[src/rtl/core/mgs_pkg.sv]
// mgs_pkg: shared types and constants of the mixed gradient selector
// used by mgs_window, mgs_grad_select and mixed_gradient_select
// no dependencies
package mgs_pkg;

    // field widths fixed by the stream format
    localparam int SAMPLE_W       = 8;
    localparam int GRAD_W         = 9;
    localparam int FRAME_WIDTH_W  = 11;
    localparam int FRAME_HEIGHT_W = 13;
    localparam int NUM_SLOTS      = 3;

    // default sizing of the line store and row counter
    localparam int DEF_MAX_WIDTH  = 1024;
    localparam int DEF_MAX_HEIGHT = 4096;

    // configuration reset values
    localparam logic [FRAME_WIDTH_W-1:0]  FRAME_WIDTH_RST  = 11'd1024;
    localparam logic [FRAME_HEIGHT_W-1:0] FRAME_HEIGHT_RST = 13'd768;

    // register index taken from the word address
    typedef enum logic {
        REG_FRAME_WIDTH  = 1'b0,
        REG_FRAME_HEIGHT = 1'b1
    } t_reg_idx;

    // one pixel: foreground and background samples
    typedef struct packed {
        logic [SAMPLE_W-1:0] fg;
        logic [SAMPLE_W-1:0] bg;
    } t_pix;

    // one line store word: the row two above and the row above
    typedef struct packed {
        t_pix older;
        t_pix prior;
    } t_col;

    // gradient pairs of both images for one pending result
    typedef struct packed {
        logic signed [GRAD_W-1:0] gx_f;
        logic signed [GRAD_W-1:0] gy_f;
        logic signed [GRAD_W-1:0] gx_b;
        logic signed [GRAD_W-1:0] gy_b;
        logic                     eof;
    } t_slot;

    // all results caused by one input transfer, in raster order from slot 0
    typedef struct packed {
        t_slot [NUM_SLOTS-1:0]  slot;
        logic  [NUM_SLOTS-1:0]  vld;
    } t_item;

endpackage

[src/rtl/core/mgs_grad_select.sv]
// mgs_grad_select: hands out the pending results of one transfer one at a time,
// compares squared magnitudes and holds the chosen pair in the output register
// depends on mgs_pkg
module mgs_grad_select (
    input  logic                                i_clk,
    input  logic                                i_rst_n,
    input  logic                                i_push,
    input  mgs_pkg::t_item                      i_item,
    output logic                                o_full,
    output logic                                o_valid,
    input  logic                                i_stall,
    output logic signed [mgs_pkg::GRAD_W-1:0]   o_grad_x,
    output logic signed [mgs_pkg::GRAD_W-1:0]   o_grad_y,
    output logic                                o_from_back,
    output logic                                o_end_of_frame,
    output logic                                o_last_of_run
);
    import mgs_pkg::*;

    // results of the transfer still to go
    logic [NUM_SLOTS-1:0]       r_pend;
    t_slot [NUM_SLOTS-1:0]      r_slots;

    // compare stage
    logic                       r_c_vld;
    t_slot                      r_c;
    logic                       r_c_last;

    // output register
    logic                       r_o_vld;
    logic signed [GRAD_W-1:0]   r_o_gx;
    logic signed [GRAD_W-1:0]   r_o_gy;
    logic                       r_o_back;
    logic                       r_o_eof;
    logic                       r_o_last;

    logic                       o_load;
    logic                       c_load;
    logic [NUM_SLOTS-1:0]       pick;
    logic [NUM_SLOTS-1:0]       remaining;
    t_slot                      sel_slot;
    logic                       pop;
    logic signed [2*GRAD_W-1:0] p_xf;
    logic signed [2*GRAD_W-1:0] p_yf;
    logic signed [2*GRAD_W-1:0] p_xb;
    logic signed [2*GRAD_W-1:0] p_yb;
    logic [2*SAMPLE_W:0]        mag_f;
    logic [2*SAMPLE_W:0]        mag_b;
    logic                       fore;

    // stage enables
    assign o_load = !r_o_vld || !i_stall;
    assign c_load = !r_c_vld || o_load;

    // lowest pending slot first keeps raster order
    assign pick      = r_pend & (~r_pend + NUM_SLOTS'(1));
    assign remaining = r_pend & ~pick;
    assign sel_slot  = pick[0] ? r_slots[0] : (pick[1] ? r_slots[1] : r_slots[2]);
    assign pop       = c_load && (r_pend != '0);
    assign o_full    = !((r_pend == '0) || (c_load && remaining == '0));

    // squared magnitudes; each square is below 2**16
    assign p_xf  = r_c.gx_f * r_c.gx_f;
    assign p_yf  = r_c.gy_f * r_c.gy_f;
    assign p_xb  = r_c.gx_b * r_c.gx_b;
    assign p_yb  = r_c.gy_b * r_c.gy_b;
    assign mag_f = {1'b0, p_xf[2*SAMPLE_W-1:0]} + {1'b0, p_yf[2*SAMPLE_W-1:0]};
    assign mag_b = {1'b0, p_xb[2*SAMPLE_W-1:0]} + {1'b0, p_yb[2*SAMPLE_W-1:0]};
    assign fore  = mag_f > mag_b;

    // control flags
    always_ff @(posedge i_clk) begin
        if (!i_rst_n) begin
            r_pend  <= '0;
            r_c_vld <= 1'b0;
            r_o_vld <= 1'b0;
        end else begin
            if (i_push) begin
                r_pend <= i_item.vld;
            end else if (pop) begin
                r_pend <= remaining;
            end
            if (c_load) begin
                r_c_vld <= (r_pend != '0);
            end
            if (o_load) begin
                r_o_vld <= r_c_vld;
            end
        end
    end

    // payload registers
    always_ff @(posedge i_clk) begin
        if (i_push) begin
            r_slots <= i_item.slot;
        end
        if (pop) begin
            r_c      <= sel_slot;
            r_c_last <= (remaining == '0);
        end
        if (o_load) begin
            r_o_gx   <= fore ? r_c.gx_f : r_c.gx_b;
            r_o_gy   <= fore ? r_c.gy_f : r_c.gy_b;
            r_o_back <= !fore;
            r_o_eof  <= r_c.eof;
            r_o_last <= r_c_last;
        end
    end

    assign o_valid        = r_o_vld;
    assign o_grad_x       = r_o_gx;
    assign o_grad_y       = r_o_gy;
    assign o_from_back    = r_o_back;
    assign o_end_of_frame = r_o_eof;
    assign o_last_of_run  = r_o_last;

endmodule

[config.mk]
export PLATFORM = sky130hd
export DESIGN_NAME = mgs_grad_select
export DESIGN_NICKNAME = d
export VERILOG_FILES = /design/src/rtl/core/mgs_pkg.sv /design/src/rtl/core/mgs_grad_select.sv
export SDC_FILE = /design/constraint.sdc
export NUM_CORES = 1
export LEC_CHECK = 0
export ABC_AREA = 1
export BUFFER_PORTS_ARGS = -buffer_cell sky130_fd_sc_hd__buf_2
export CAP_MARGIN = 20
export CORE_MARGIN = 1
export CORE_UTILIZATION = 45
export CTS_CLUSTER_DIAMETER = 80
export DETAILED_ROUTE_END_ITERATION = 8
export PLACE_DENSITY = 0.61
export SLEW_MARGIN = 5
export SYNTH_ARGS = -nofsm -noshare
export SYNTH_HDL_FRONTEND = slang
export SYNTH_SLANG_ARGS = --single-unit
[constraint.sdc]
create_clock -name i_clk -period 6.4 [get_ports i_clk]
set_input_delay 0 -clock i_clk [delete_from_list [all_inputs] [get_ports i_clk]]
set_output_delay 0 -clock i_clk [all_outputs]
set_load 0.01 [all_outputs]
==> results.ini, run 1 <==
[floorplanning]
core_area_sq_mm = 0.03991
dieArea_sq_mm = 0.04138
start_util_pct = 45.74
rows = 73
ios = 141
chipWidth_microns = 203.4
fp.dieH_microns = 203.4

[hold_path]
hold_depth = 2
holdCritPathClass = input pin to flip-flop
hold_start = i_item[30]
hold_path_end = r_slots[27]$_DFFE_PP_

[cts]
cts_htree_levels = 4
clock-sinks = 175
clkLatencyLatePin_ns = 0.45
cts_buffers = 17
cts_root_buf = clkbuf_16
clk_pin_slew_ns = 0.08
cts_tree = built
cts_buffer_depth = 2

[layout]
area_growth_pct = 35.99
finalNonFillerCells = 3098
nFillCells = 3184
seqCellArea_sq_mm = 0.005205
drive_gt1_share_pct = 28.30
multi_input_area_sq_mm = 0.01249
layout.nets = 3072

[place]
placedCellCount = 2894
place_hpwl_microns = 35280
gp_congestion = 0.8897
portBuffers = 140

[timing]
rsz0062_at_grt = yes
setup_viol = 19
whs_ns = 0.2467
finalCritPeriodShare_pct = 105.6
setup_slack_ns = -0.3609
setup_tns_ns = -6.328
finClkSkew_ns = 0.009725
period_needed_ns = 6.761
worst_pin_slew_ns = 1.023
slew_violations = 0
fmax_mhz = 147.9
max_slew_margin_pct = 31.64
hold_viol_final = 0

[synthesis]
synth_seq_cells = 175
synthXorXnorAreaFrac_pct = 4.126
post_synth_and_or_nand_nor_area_fraction_pct = 17.59
synth_top_family_by_area = adder cells
ys_warn_count = 0
yosys.cell_types.count = 39
synthCells = 2024
yosys.area_share.adder_pct = 35.62
synth_area_sq_mm = 0.01826
synth.top_cells.by_area = edfxtp_1 28%, fa_1 23%, ha_1 13%, nand2_1 11%, inv_1 8.8%
syn_nets = 2537
yosysTopAreaCell = edfxtp_1
muxShareOfSynthArea_pct = 0
yosysTopAreaCellShare_pct = 27.96
synth_compound_area_share_pct = 4.016
synth_area_per_cell_sq_um = 9.021
synth_seq_area_share_pct = 28.51

[detailed_routing]
drc = 0
drt_wl_total_microns = 47050
num_vias = 15070
post_drt_via_cell_ratio = 4.863
dr.pass1.iters = 5
ant_nets = 0
avgRoutedWirePerCell_microns = 15.19
drt_iter0_drc = 805

[worst_setup_path]
reg2reg_to = o_grad_x[5]$_DFFE_PP_
r2r_start = r_c[3]$_DFFE_PP_
crit_top_cell = nand2_2
rrSetupSlack_ns = -0.36
critical_path_class = flip-flop to flip-flop
crit_slowest_cell = fa_2
required_ns = 6.60
r2r.worst_path.cells = 35
crit_fanout = 8
start_kind = flip-flop
slowest_delay_ns = 0.61
cp.arrival_ns = 6.96
crit_path_end_kind = flip-flop

[flow_run]
maxCapViolations = 0

[global_route]
grt-ovfl-total = 0
grt_usage_pct = 23.07
antenna_found_initial = 1
grt_pass1_wl_microns = 75520
grt_pass1_vias = 15720
grt_max_degree = 85

[outcome]
violations = negative setup slack
outcome = complete, but fails checks

worst max-delay path by stage:
stage | start | end | slack [ns] | cells after the start
2_1_floorplan | r_c[34]$_DFFE_PP_ | o_grad_y[3]$_DFFE_PP_ | 0.02 | 34
3_3_place_gp | r_c[27]$_DFFE_PP_ | o_grad_x[1]$_DFFE_PP_ | -0.51 | 29
3_5_place_dp | r_c[27]$_DFFE_PP_ | o_grad_x[2]$_DFFE_PP_ | -0.55 | 32
4_1_cts | r_c[20]$_DFFE_PP_ | o_grad_x[0]$_DFFE_PP_ | -0.25 | 34
5_1_grt | r_c[3]$_DFFE_PP_ | o_grad_x[2]$_DFFE_PP_ | -0.61 | 35
6_report | r_c[3]$_DFFE_PP_ | o_grad_x[5]$_DFFE_PP_ | -0.36 | 35
per-layer routing:
layer	vias up	part of all wire (%)	GRT usage (%)
met5	-	0	0
met4	0	2.1	6.740
met3	55	5.3	3.356
met2	423	48	38.79
met1	7215	44	30.90
li1	7374	-	-
Yosys cell counts, drive strengths merged:
cell type and number:
nand2 528, inv 430, fa 208, ha 187, edfxtp 170, nand3 114
nor2 74, a21oi 64, xor2 53, xnor2 33, clkbuf 32, o21ai 27
buf 19, nand4 16, o21bai 13, nand3b 11, a21o 10, nor3 8
or2 6, dfxtp 5, a21boi 4, a22oi 3, a31oi 3, o211ai 3
a211oi 1, clkinv 1, nor3b 1
layout make-up:
cell class,instances,area share (%)
clock buffer,17,1.713
timing repair buffer,560,17.09
clock inverter,15,0.7307
multi-input combinational,1374,50.30
tap,525,2.646
inverter,431,6.546
sequential,175,20.96
antenna,1,0.01008
metrics by stage:
stage                     utilization [%]  area, sq um  setup WS, ns
after floorplan                         -        18460       0.01977
after global placement              53.68        21420       -0.5140
after detailed placement            53.68        21420       -0.5532
after CTS                           60.63        24200       -0.2450
after global routing                62.20        24830       -0.6084
final                               62.20        24830       -0.3609
critical path: cells and delay by family (launching register included):
kind / cells / cell delay [ns]
adders and majority gates: 8 / 3.42
and+or+nand+nor: 16 / 1.28
buffers and inverters: 7 / 0.62
DFF: 1 / 0.45
AOI/OAI and AO/OA: 3 / 0.52
xor gates and xnor gates: 1 / 0.19
timing repair:
action | 4_1_cts | 5_1_grt
endpoints found under the setup margin | 19 | 19
gates cloned | 6 | 1
pin swaps | 83 | 79
buffers inserted | 31 | 15
endpoints found under the hold margin | 132 | 0
resized for setup | 134 | 118
hold buffers | 118 | 0
cell families (layout without fill, tap and decap cells):
| family | count (synthesis) | in the layout |
|---|---|---|
| xor+xnor | 86 | 86 |
| compound gates | 128 | 128 |
| simple gates | 758 | 765 |
| fa+ha+maj | 395 | 395 |
| flops | 175 | 175 |
| other cells | 0 | 1 |
| buf+inv | 482 | 1023 |
cell usage in the layout (no fill, tap or decap), types with 8 or more instances in the layout:
master,instances
xor2_1,43
clkbuf_16,17
xnor2_1,28
fa_2,12
inv_1,402
buf_6,8
buf_4,290
nand4_1,15
fa_1,196
xor2_2,10
a21o_1,10
nand3_2,13
inv_2,27
o21bai_1,9
a21oi_1,35
nand2_2,60
dlygate4sd3_1,118
ha_1,149
a21oi_2,26
nand3b_1,11
edfxtp_1,170
ha_4,36
nor2_1,62
nand2_4,11
nand3_1,100
nand2_1,455
buf_2,139
o21ai_0,15
registers in the layout, indices dropped and copies added, names as in the netlist:
| signal | flops |
|---|---|
| r_slots | 111 |
| r_c | 37 |
| o_grad_x | 9 |
| o_grad_y | 9 |
| r_pend | 3 |
| o_end_of_frame | 1 |
| o_from_back | 1 |
| o_last_of_run | 1 |
| o_valid | 1 |
| r_c_last | 1 |
| r_c_vld | 1 |
Power of run 1 is left out: the tool's default activity adds up to more than one toggle a clock period on the data nets, which glitch-free logic cannot reach.
==> run 2, diff against run 1 <==
- CELL_PAD_IN_SITES_DETAIL_PLACEMENT: not set -> 1
- CELL_PAD_IN_SITES_GLOBAL_PLACEMENT: not set -> 2
- CORE_UTILIZATION: 45 -> 35
- PLACE_DENSITY: 0.61 -> 0.74
==> run 2 against run 1 <==
Against the previous run:
- the run still ends with negative setup slack left
- worst setup slack worse by 0.21 ns
- hold slack improved by 0.0085 ns
- register-to-register slack got worse by 0.21 ns
- clock-buffer cell count is the same
- final cell count up 5.4%
- global-route usage decreased by 1.5 points
- cell area up 0.30%
- via count is 1.2% higher
- first-iteration DRC count down 39%
- critical path type unchanged
- clock skew rose by 0.0076 ns
- critical path depth fell by 1
==> results.ini, run 2 (synthesis gave the netlist of run 1 again) <==
[worst_setup_path]
crit_path_end_kind = flip-flop
crit_top_cell = fa_1
start_kind = flip-flop
crit_fanout = 7  ; -1
cp.arrival_ns = 7.16  ; +0.20 ns
slowest_delay_ns = 0.61  ; about the same
required_ns = 6.59  ; about the same
critPathTopFamily = adder cells
crit_slowest_cell = fa_2
critical_path_class = flip-flop to flip-flop
critPathBufInv = 9  ; +2

[hold_path]
holdCritPathClass = input pin to flip-flop

[timing]
finalCritPeriodShare_pct = 108.9  ; +3.3 points
slew_violations = 0  ; unchanged
max_slew_margin_pct = 25.96  ; -5.7 points
hold_viol_final = 0  ; unchanged
setup_viol = 19  ; unchanged
rsz0062_at_grt = yes
setup_slack_ns = -0.5724  ; -0.2115 ns
worst_pin_slew_ns = 1.108  ; +0.08500 ns
fmax_mhz = 143.4  ; -3.0%
setup_tns_ns = -10.02  ; -3.690 ns
finClkSkew_ns = 0.01732  ; +0.007597 ns
period_needed_ns = 6.972  ; +0.2115 ns

[global_route]
grt_pass1_wl_microns = 89840  ; +19%
grt_usage_pct = 21.58  ; -1.5 points
grt_max_degree = 88  ; +3.5%
antenna_found_initial = 3  ; +2
grt-ovfl-total = 0  ; unchanged
grt_pass1_vias = 17210  ; +9.5%

[cts]
clock-sinks = 175  ; unchanged
cts_root_buf = clkbuf_16
cts_htree_levels = 4  ; unchanged
clkLatencyLatePin_ns = 0.45  ; about the same
cts_tree = built
cts_buffers = 17  ; unchanged
clk_pin_slew_ns = 0.09  ; about the same
cts_buffer_depth = 2  ; unchanged

[layout]
top_regs = r_slots: 111 flops, r_c: 37 flops
layout.nets = 3082  ; +0.33%
largest_reg_flops = 111  ; unchanged
layout.cells.most_common = nand2_1
largest-register = r_slots
drive_gt1_share_pct = 26.80  ; -1.5 points
final_cell_mix = 474 x nand2_1, 409 x inv_1, 305 x buf_4
area_growth_pct = 36.40

[place]
gp_congestion = 0.8381  ; -5.8%
place_hpwl_microns = 42980  ; +22%
portBuffers = 140  ; unchanged

[floorplanning]
chipWidth_microns = 230.4  ; +13%
fp.dieH_microns = 230.4  ; +13%
core_area_sq_mm = 0.05141  ; +29%
ios = 141  ; unchanged
dieArea_sq_mm = 0.05308  ; +28%
start_util_pct = 35.52  ; -10 points
rows = 83  ; +14%

[detailed_routing]
post_drt_via_cell_ratio = 4.671  ; -4.0%
drt_wl_total_microns = 56080  ; +19%
drc = 0  ; unchanged
num_vias = 15250  ; +1.2%
avgRoutedWirePerCell_microns = 17.18  ; +13%
ant_nets = 0  ; unchanged
drt_iter0_drc = 488  ; -39%
dr.pass1.iters = 4  ; -1

[flow_run]
maxCapViolations = 0  ; unchanged

[outcome]
violations = negative setup slack
outcome = complete, but fails checks

==> run 2: cell count changes in the layout (fill, tap and decap cells not counted), moves of 7 or more <==
| cell | change |
|---|---|
| buf_4 | +15 |
| inv_1 | +7 |
| inv_2 | -8 |
| nand2_1 | +19 |
| nand2_2 | -14 |
| xor2_2 | -7 |
==> run 2: layer usage <==
layer | track usage (%) | routed length [microns] | up-vias
met3 | 2.569 | 1671 | 44
met1 | 28.21 | 25430 | 7597
met4 | 4.263 | 715 | 2
met2 | 38.30 | 28240 | 212
met5 | 0 | 14 | -
li1 | - | - | 7391
==> run 2: what timing repair did <==
item                                    in CTS  in global routing
hold endpoints to repair                   133                  0
hold buffers                               118                  0
buffers inserted                            33                 15
pin swaps                                   11                 48
endpoints found under the setup margin      19                 19
cloned                                       4                  1
resized for setup                          102                 91
==> run 2: final timing paths <==
path                         endpoint        startpoint  depth (start not counted)  slack, ns
max             o_grad_x[3]$_DFFE_PP_  r_c[8]$_DFFE_PP_                         34      -0.57
min             r_slots[49]$_DFFE_PP_        i_item[52]                          2       0.26
max reg2reg     o_grad_x[3]$_DFFE_PP_  r_c[8]$_DFFE_PP_                         34      -0.57
min reg2reg  o_end_of_frame$_DFFE_PP_  r_c[0]$_DFFE_PP_                          0       0.44
==> run 2: area by class of cell <==
type	instances	area, sq um
Clock buffer	17	425.4
Sequential cell	175	5205
Inverter	431	1625
Multi-Input combinational cell	1370	12180
Clock inverter	15	230.2
Fill cell	5865	26500
Timing Repair Buffer	574	4378
Tap cell	680	850.8
Antenna cell	2	5.005
==> run 2: through the flow <==
stage               utilization, %  hold WS (ns)  area (sq um)  worst slack [ns]  instances
finish                       48.45        0.2552         24900           -0.5724       3264
global route                 48.45        0.2505         24900           -0.8408       3264
floorplan                        -       0.09564         18460           0.01977       2024
detailed placement           42.34        0.1784         21760           -0.7959       3060
CTS                          47.43        0.2374         24380           -0.4348       3246
global placement             42.34        0.1772         21760           -0.7033       3060
==> run 2: worst reg2reg max path: cells and delay by family, from the launching register on <==
kind / cells / cell delay [ns]
AOI/OAI and AO/OA: 5 / 0.86
xor gates and xnor gates: 1 / 0.20
adders and majority gates: 8 / 3.40
buffers and inverters: 9 / 0.86
DFF: 1 / 0.40
and+or+nand+nor: 11 / 1.02
Power of run 2 is left out for the same reason.
